<file path="config.mk">
export PLATFORM = sky130hd
export DESIGN_NAME = nonlinear_pi_valve_controller
export DESIGN_NICKNAME = d
export VERILOG_FILES = /design/src/sv/npvc_pkg.sv /design/src/sv/npvc_ctrl.sv /design/src/sv/npvc_dp.sv /design/src/sv/nonlinear_pi_valve_controller.sv
export SDC_FILE = /design/constraint.sdc
export NUM_CORES = 2
export LEC_CHECK = 0
export CORE_MARGIN = 3
export CORE_UTILIZATION = 30
export CTS_BUF_LIST = sky130_fd_sc_hd__clkbuf_16
export CTS_CLUSTER_DIAMETER = 50
export DETAILED_ROUTE_END_ITERATION = 8
export DONT_BUFFER_PORTS = 1
export GPL_ROUTABILITY_DRIVEN = 0
export SLEW_MARGIN = 10
export SYNTH_ARGS = -nofsm -noshare
export SYNTH_HDL_FRONTEND = slang
export SYNTH_SLANG_ARGS = --single-unit
</file>
<file path="constraint.sdc">
create_clock -name clk_i -period 20.3 [get_ports clk_i]
set_clock_uncertainty 0.15 [all_clocks]
set_input_delay 6.09 -clock clk_i [delete_from_list [all_inputs] [get_ports clk_i]]
set_output_delay 6.09 -clock clk_i [all_outputs]
set_load 0.05 [all_outputs]
</file>
<file path="src/sv/npvc_pkg.sv">
// Shared types, constants and register codes for the PI valve controller.
package npvc_pkg;

  localparam int unsigned AddrW = 5;

  typedef enum logic [2:0] {
    REG_GAIN_LINEAR   = 3'd0,
    REG_GAIN_CUBIC    = 3'd1,
    REG_GAIN_INTEGRAL = 3'd2,
    REG_VALVE_LOWEST  = 3'd3,
    REG_VALVE_HIGHEST = 3'd4,
    REG_VALVE_MIDDLE  = 3'd5,
    REG_ROUND_HYST    = 3'd6
  } reg_idx_e;

  typedef enum logic [3:0] {
    ST_IDLE,
    ST_ERR,
    ST_SQR,
    ST_CUB,
    ST_LIN,
    ST_INT,
    ST_DIV,
    ST_CLMP,
    ST_IMUL,
    ST_SUM,
    ST_RND,
    ST_OUT
  } state_e;

  typedef struct packed {
    logic [7:0] gain_linear;
    logic [7:0] gain_cubic;
    logic [7:0] gain_integral;
    logic [7:0] valve_lowest;
    logic [7:0] valve_highest;
    logic [7:0] valve_middle;
    logic [7:0] round_hysteresis;
  } cfg_t;

  // Commands from the controller into the datapath
  typedef struct packed {
    logic load;
    logic err;
    logic sqr;
    logic cub;
    logic lin;
    logic integ;
    logic div_start;
    logic div_step;
    logic clmp;
    logic imul;
    logic sum;
    logic rnd;
  } cmd_t;

  typedef struct packed {
    logic div_done;
  } sts_t;

  localparam logic signed [15:0] ErrMax = 16'sd1200;
  localparam logic signed [15:0] ErrMin = -16'sd1200;
  localparam logic [22:0] LimNum = 23'(256 * 256 * 50);
  localparam int unsigned DivSteps = 23;

endpackage

</file>
<file path="src/sv/npvc_ctrl.sv">
// Sequencer for the PI valve controller: steps the datapath through one word.
module npvc_ctrl (
  input  logic          clk_i,
  input  logic          rst_ni,
  input  logic          in_valid_i,
  output logic          in_ready_o,
  output logic          out_valid_o,
  input  logic          out_ready_i,
  input  npvc_pkg::sts_t sts_i,
  output npvc_pkg::cmd_t cmd_o
);
  import npvc_pkg::*;

  state_e state_q, state_d;

  // Advance state
  always_ff @(posedge clk_i or negedge rst_ni) begin
    if (!rst_ni) begin
      state_q <= ST_IDLE;
    end else begin
      state_q <= state_d;
    end
  end

  // Pick next state
  always_comb begin
    state_d = state_q;
    unique case (state_q)
      ST_IDLE: if (in_valid_i) state_d = ST_ERR;
      ST_ERR:  state_d = ST_SQR;
      ST_SQR:  state_d = ST_CUB;
      ST_CUB:  state_d = ST_LIN;
      ST_LIN:  state_d = ST_INT;
      ST_INT:  state_d = ST_DIV;
      ST_DIV:  if (sts_i.div_done) state_d = ST_CLMP;
      ST_CLMP: state_d = ST_IMUL;
      ST_IMUL: state_d = ST_SUM;
      ST_SUM:  state_d = ST_RND;
      ST_RND:  state_d = ST_OUT;
      ST_OUT:  if (out_ready_i) state_d = ST_IDLE;
      default: state_d = ST_IDLE;
    endcase
  end

  // Drive commands
  always_comb begin
    cmd_o       = '0;
    in_ready_o  = 1'b0;
    out_valid_o = 1'b0;
    unique case (state_q)
      ST_IDLE: begin
        in_ready_o = 1'b1;
        cmd_o.load = in_valid_i;
      end
      ST_ERR:  cmd_o.err = 1'b1;
      ST_SQR:  cmd_o.sqr = 1'b1;
      ST_CUB:  cmd_o.cub = 1'b1;
      ST_LIN:  cmd_o.lin = 1'b1;
      ST_INT: begin
        cmd_o.integ     = 1'b1;
        cmd_o.div_start = 1'b1;
      end
      ST_DIV:  cmd_o.div_step = 1'b1;
      ST_CLMP: cmd_o.clmp = 1'b1;
      ST_IMUL: cmd_o.imul = 1'b1;
      ST_SUM:  cmd_o.sum = 1'b1;
      ST_RND:  cmd_o.rnd = 1'b1;
      ST_OUT:  out_valid_o = 1'b1;
      default: cmd_o = '0;
    endcase
  end

endmodule

</file>
<file path="src/sv/npvc_dp.sv">
// Datapath: error, integral with clamp divider, polynomial and rounding.
module npvc_dp (
  input  logic                 clk_i,
  input  logic                 rst_ni,
  input  npvc_pkg::cfg_t       cfg_i,
  input  npvc_pkg::cmd_t       cmd_i,
  output npvc_pkg::sts_t       sts_o,
  input  logic signed [15:0]   set_point_i,
  input  logic signed [15:0]   measured_i,
  input  logic        [7:0]    previous_valve_i,
  output logic        [7:0]    valve_position_o
);
  import npvc_pkg::*;

  logic signed [15:0] sp_q, pv_q, last_q;
  logic        [7:0]  old_q;
  logic signed [15:0] e_q;      // clamped error
  logic signed [15:0] d_q;      // trend
  logic        [20:0] sq_q;     // e*e, at most 1440000
  logic        [20:0] cub_q;    // e*e*gc/256
  logic signed [47:0] acc_q;
  logic signed [31:0] integ_q;
  logic        [22:0] quo_q;
  logic        [22:0] rem_q;
  logic        [4:0]  cnt_q;
  logic        [7:0]  res_q;

  logic signed [15:0] e_raw, d_raw;
  logic               wind_ok;
  logic        [23:0] rem_sh;
  logic signed [32:0] lim_s;
  logic signed [47:0] sum_s;
  logic signed [39:0] pre_s;
  logic        [15:0] r0, r1;
  logic               gt;

  assign e_raw = sp_q - pv_q;
  assign d_raw = last_q - pv_q;
  assign wind_ok = (old_q > cfg_i.valve_lowest || e_q > 0) &&
                   (old_q < cfg_i.valve_highest || e_q < 0) &&
                   ((d_q >= 0 && e_q > 0) || (d_q <= 0 && e_q < 0));
  assign rem_sh = {rem_q, LimNum[5'(DivSteps - 1) - cnt_q]};
  assign lim_s  = {10'd0, quo_q};
  assign sum_s  = acc_q + {24'd0, cfg_i.valve_middle, 16'd0};
  assign pre_s  = acc_q[47:8];

  // Rounding with hysteresis toward the old position
  always_comb begin
    r0 = pre_s[15:0];
    gt = r0[15:8] >= old_q;
    r1 = r0 + 16'd128;
    if (gt) r1 = r1 - {8'd0, cfg_i.round_hysteresis};
    else    r1 = r1 + {8'd0, cfg_i.round_hysteresis};
  end

  // Hold item fields
  always_ff @(posedge clk_i) begin
    if (cmd_i.load) begin
      sp_q  <= set_point_i;
      pv_q  <= measured_i;
      old_q <= previous_valve_i;
    end
    if (cmd_i.err) begin
      if (e_raw > ErrMax)      e_q <= ErrMax;
      else if (e_raw < ErrMin) e_q <= ErrMin;
      else                     e_q <= e_raw;
      d_q <= d_raw;
    end
    if (cmd_i.sqr) sq_q <= 21'(32'(e_q * e_q));
    if (cmd_i.cub) cub_q <= 21'((29'(sq_q) * 29'(cfg_i.gain_cubic)) >> 8);
    if (cmd_i.lin) begin
      acc_q <= 48'($signed({1'b0, 22'(cub_q + {5'd0, cfg_i.gain_linear, 8'd0})}) * e_q);
    end
    if (cmd_i.div_start) begin
      quo_q <= '0;
      rem_q <= '0;
      cnt_q <= '0;
    end else if (cmd_i.div_step) begin
      // One restoring division bit per cycle
      if (rem_sh >= {16'd0, cfg_i.gain_integral}) begin
        rem_q <= 23'(rem_sh - {16'd0, cfg_i.gain_integral});
        quo_q <= {quo_q[21:0], 1'b1};
      end else begin
        rem_q <= rem_sh[22:0];
        quo_q <= {quo_q[21:0], 1'b0};
      end
      cnt_q <= cnt_q + 5'd1;
    end
    if (cmd_i.imul) acc_q <= acc_q + 48'(integ_q * $signed({1'b0, cfg_i.gain_integral}));
    if (cmd_i.sum) acc_q <= sum_s;
    if (cmd_i.rnd) begin
      if (acc_q < 0) res_q <= cfg_i.valve_lowest;
      else if (pre_s > $signed({24'd0, cfg_i.valve_highest, 8'd0}))
        res_q <= cfg_i.valve_highest;
      else if (r1[15:8] < cfg_i.valve_lowest) res_q <= cfg_i.valve_lowest;
      else res_q <= r1[15:8];
    end
  end

  // Integral and last measurement
  always_ff @(posedge clk_i or negedge rst_ni) begin
    if (!rst_ni) begin
      integ_q <= '0;
      last_q  <= '0;
    end else begin
      if (cmd_i.integ) begin
        if (wind_ok) integ_q <= integ_q + 32'(e_q * 16'sd8);
        last_q <= pv_q;
      end
      if (cmd_i.clmp && cfg_i.gain_integral != 8'd0) begin
        if ($signed({integ_q[31], integ_q}) > lim_s) integ_q <= lim_s[31:0];
        else if ($signed({integ_q[31], integ_q}) < -lim_s) integ_q <= 32'(-lim_s);
      end
    end
  end

  assign sts_o.div_done = (cnt_q == 5'(DivSteps - 1)) && cmd_i.div_step;
  assign valve_position_o = res_q;

endmodule

</file>
<file path="src/sv/nonlinear_pi_valve_controller.sv">
// Top level of the PI valve controller: register file, sequencer, datapath.
//   channel | direction | handshake
//   in      | in        | in_valid_i / in_ready_o
//   out     | out       | out_valid_o / out_ready_i
//   cfg     | in        | APB psel/penable/pwrite, pready tied high
// Each word runs through the 23-step clamp divider, then waits at the output until taken.
// Reset clears the registers (valve_highest resets to 255), the integral and the last measurement.
// One word is in flight; input is refused until the result is taken.
module nonlinear_pi_valve_controller (
  input  logic                       clk_i,
  input  logic                       rst_ni,
  input  logic                       in_valid_i,
  output logic                       in_ready_o,
  input  logic signed [15:0]         set_point_i,
  input  logic signed [15:0]         measured_i,
  input  logic        [7:0]          previous_valve_i,
  output logic                       out_valid_o,
  input  logic                       out_ready_i,
  output logic        [7:0]          valve_position_o,
  input  logic                       psel,
  input  logic                       penable,
  input  logic                       pwrite,
  input  logic [npvc_pkg::AddrW-1:0] paddr,
  input  logic [31:0]                pwdata,
  output logic [31:0]                prdata,
  output logic                       pready
);
  import npvc_pkg::*;

  cfg_t cfg_q;
  cmd_t cmd;
  sts_t sts;
  logic wr;

  assign pready = 1'b1;
  assign wr = psel && penable && pwrite;

  // Write registers
  always_ff @(posedge clk_i or negedge rst_ni) begin
    if (!rst_ni) begin
      cfg_q <= '{gain_linear: 8'd0, gain_cubic: 8'd0, gain_integral: 8'd0,
                 valve_lowest: 8'd0, valve_highest: 8'd255, valve_middle: 8'd0,
                 round_hysteresis: 8'd0};
    end else if (wr && paddr[1:0] == 2'd0 && paddr[4:2] != 3'd7) begin
      unique case (reg_idx_e'(paddr[4:2]))
        REG_GAIN_LINEAR:   cfg_q.gain_linear      <= pwdata[7:0];
        REG_GAIN_CUBIC:    cfg_q.gain_cubic       <= pwdata[7:0];
        REG_GAIN_INTEGRAL: cfg_q.gain_integral    <= pwdata[7:0];
        REG_VALVE_LOWEST:  cfg_q.valve_lowest     <= pwdata[7:0];
        REG_VALVE_HIGHEST: cfg_q.valve_highest    <= pwdata[7:0];
        REG_VALVE_MIDDLE:  cfg_q.valve_middle     <= pwdata[7:0];
        REG_ROUND_HYST:    cfg_q.round_hysteresis <= pwdata[7:0];
        default: ;
      endcase
    end
  end

  // Read back
  always_comb begin
    prdata = '0;
    unique case (paddr[4:2])
      3'(REG_GAIN_LINEAR):   prdata[7:0] = cfg_q.gain_linear;
      3'(REG_GAIN_CUBIC):    prdata[7:0] = cfg_q.gain_cubic;
      3'(REG_GAIN_INTEGRAL): prdata[7:0] = cfg_q.gain_integral;
      3'(REG_VALVE_LOWEST):  prdata[7:0] = cfg_q.valve_lowest;
      3'(REG_VALVE_HIGHEST): prdata[7:0] = cfg_q.valve_highest;
      3'(REG_VALVE_MIDDLE):  prdata[7:0] = cfg_q.valve_middle;
      3'(REG_ROUND_HYST):    prdata[7:0] = cfg_q.round_hysteresis;
      default:               prdata = '0;
    endcase
  end

  npvc_ctrl u_ctrl (
    .clk_i, .rst_ni, .in_valid_i, .in_ready_o, .out_valid_o, .out_ready_i,
    .sts_i(sts), .cmd_o(cmd)
  );

  npvc_dp u_dp (
    .clk_i, .rst_ni, .cfg_i(cfg_q), .cmd_i(cmd), .sts_o(sts),
    .set_point_i, .measured_i, .previous_valve_i, .valve_position_o
  );

  // Never ready for input while a result is shown
  assert property (@(posedge clk_i) disable iff (!rst_ni) !(in_ready_o && out_valid_o))
    else $error("input ready while result pending");
  // An accepted word leads to no ready in the next cycle
  assert property (@(posedge clk_i) disable iff (!rst_ni)
    (in_valid_i && in_ready_o) |=> !in_ready_o)
    else $error("second word accepted");
  // A result taken frees the input side
  assert property (@(posedge clk_i) disable iff (!rst_ni)
    (out_valid_o && out_ready_i) |=> in_ready_o)
    else $error("input not freed");

endmodule
</file>
==> impl_metrics.csv <==
group,metric,value,unit
run_status,status,"complete, no violations",
clock_tree,numCtsBuffers,52,
cells_and_area,area_growth,8.187,%
routing,routed_wl,155900,um
routing,first_pass_iters,5,
clock_tree,ctsHoldBuffers,0,
routing,drc,0,
critical_path,crit_type,"in -> out",
critical_path,rr_worst_depth,31,
clock_tree,clkSinkCount,328,
cells_and_area,layout_common_cells,"inv_1, fa_1, nand2_1, ha_1, and2_1",
routing,dr_total_vias,42367,
floorplan,die_area,0.1872,mm^2
synthesis,synth_area_leaders,"fa_1, ha_1, edfxtp_1",
critical_path,rr_endpoint,"u_dp.acc_q[35]$_DFFE_PP_",
critical_path,max_stage_delay,450,ps
global_route,grt_util_all_layers,16.89,%
timing,min_period_over_period,66.69,%
synthesis,yosys_warnings,0,
cells_and_area,layout.nets,7420,
floorplan,start_util,30.38,%
timing,slew_headroom,22.24,%
critical_path,crit_fanout,20,
place,port_buffers,0,
timing,layout_min_cycle_time,13540,ps
synthesis,yosys.cell_types.count,96,
global_route,antenna_found_initial,3,
routing,viasPerCell,5.019,
synthesis,synth.top_cell.area_share,26.46,%
cells_and_area,drive_gt1_share,4.721,%
global_route,overflow,0,
timing,hold_viol,0,
critical_path,critPathLaunchType,"input port",
synthesis,yosysTopAreaCell,"fa_1",
timing,fin_setup_tns,0,ps
synthesis,syn_inst,6143,
critical_path,critPathArrivalTime,7300,ps
global_route,grt_pass1_vias,44479,
clock_tree,htreeDepth,2,
critical_path,path_cells,"inv_1, nor2_1, a21oi_1, o221ai_1, buf_4",
timing,maxClockFrequency,73.87,MHz
critical_path,critPathRequiredTime,14060,ps
clock_tree,clock_path_buffers,3,
worst_hold_path,min_path_cells,2,
synthesis,synth-seq-area-share,16.13,%
critical_path,end_kind,"output port",
place,hpwl,122200,um
global_route,grt_max_degree,109,
critical_path,rrSetupSlack,10660,ps
floorplan,core_area,0.1798,mm^2
synthesis,async_flop_share,32.93,%
synthesis,synth_area,0.05462,mm^2
routing,drt_iter0_markers,2562,
clock_tree,clk_pin_slew,50,ps
timing,rsz0062_at_grt,"false",
synthesis,avgSynthCellArea,8.891,um^2
synthesis,synth_edf_count,169,
clock_tree,clk_latency,690,ps
worst_hold_path,hp-class,"reg -> reg",
cells_and_area,final_common_cell,"inv_1",
floorplan,pin_count,127,
job,cap_violations,0,
critical_path,crit_slowest_cell,"nor2_1",
clock_tree,post-cts-setup-buffer-count,0,
timing,finalSetupViolations,0,
floorplan,die_y,432.7,um
synthesis,synth_ff_type,"edfxtp_1",
floorplan,die_w,432.7,um
routing,drtAntennaViolNets,0,
floorplan,num_rows,155,
critical_path,reg2reg_from,"cfg_q[48]$_DFFE_PN0P_",
clock_tree,cts_tree,"done",
worst_hold_path,hold-path-endpoint,"u_dp.rem_q[1]$_SDFFE_PP0P_",
clock_tree,ctsResizeCount,0,
global_route,grt_pass1_wl,250700,um
clock_tree,clock_tree.root_cell,"clkbuf_16",
timing,tightest_slew,1161,ps
synthesis,synth_seq_cells,328,
routing,wire_per_inst,18.46,um
worst_hold_path,min_from,"u_dp.rem_q[1]$_SDFFE_PP0P_",
timing,drv_slew,0,
==> cells in the mapped netlist, types with 50 or more instances <==
| library cell | instances |
|---|---|
| clkbuf_1 | 215 |
| mux2_2 | 52 |
| nand3_1 | 70 |
| ha_1 | 579 |
| xnor2_1 | 208 |
| a21o_1 | 129 |
| xor2_1 | 95 |
| nand4_1 | 50 |
| dfxtp_1 | 51 |
| a211oi_1 | 60 |
| nand2b_1 | 54 |
| fa_1 | 722 |
| inv_1 | 1038 |
| nand2_1 | 689 |
| a21oi_1 | 265 |
| and2_1 | 395 |
| edfxtp_1 | 169 |
| nor2_1 | 293 |
| o21ai_0 | 190 |
| dfrtp_1 | 100 |
| nor3_1 | 72 |
==> cells by family after synthesis <==
logic type	Yosys count	synth area share (%)
buffers and inverters	1300	9.133
DFF	328	16.13
xor gates and xnor gates	304	4.900
adders and majority gates	1301	39.73
muxes	92	1.874
other	2	0.01375
AOI/OAI and AO/OA	980	11.76
and+or+nand+nor	1836	16.47
==> worst max-delay path, delay by kind of cell <==
kind	cells	cell delay (ps)
compound gates	2	420
buf+inv	2	320
simple gates	1	450
==> layout make-up <==
| cell class | instances | area (um^2) |
|---|---|---|
| fill | 18465 | 120700 |
| multi-input combinational | 4539 | 41010 |
| clock buffer | 54 | 1351 |
| antenna | 7 | 17.52 |
| timing repair buffer | 72 | 544.3 |
| clock inverter | 44 | 505.5 |
| tap | 2355 | 2947 |
| inverter | 1042 | 3911 |
| sequential | 328 | 8808 |
==> state kept, by name, summed over array words and instances (netlist names), 20 cells and up <==
| register | flops |
|---|---|
| cfg_q | 56 |
| u_dp.acc_q | 48 |
| u_dp.integ_q | 32 |
| u_dp.quo_q | 23 |
| u_dp.rem_q | 23 |
| u_dp.cub_q | 21 |
| u_dp.sq_q | 20 |
==> worst max-delay path by stage <==
stage | start | end | cells after the start
2_1_floorplan | paddr[3] | prdata[2] | 5
3_3_place_gp | paddr[2] | prdata[1] | 5
3_5_place_dp | paddr[2] | prdata[5] | 5
4_1_cts | paddr[2] | prdata[5] | 5
5_1_grt | paddr[2] | prdata[5] | 5
6_report | paddr[2] | prdata[5] | 5
==> per-stage QoR <==
step / cell area (um^2) / setup slack [ps] / utilization [%] / hold WS [ps] / instances
after floorplan: 54710 / 5853 / - / 299.0 / 6167
after global placement: 57220 / 6812 / 31.83 / 312.1 / 8336
after detailed placement: 57220 / 6806 / 31.83 / 325.2 / 8336
after CTS: 59070 / 6812 / 32.86 / 333.1 / 8434
after global routing: 59090 / 6708 / 32.87 / 356.3 / 8441
final: 59090 / 6763 / 32.87 / 330.5 / 8441
==> routing by layer <==
metal	track usage [%]	vias to the layer above	routed length, um
met5	0	-	16
met4	8.839	2	9550
met3	1.846	280	6715
met2	29.48	1073	75860
met1	20.46	21259	63720
li1	-	19753	-
Power is left out: the tool's default activity adds up to more than one toggle a clock period on the data nets, which glitch-free logic cannot reach.
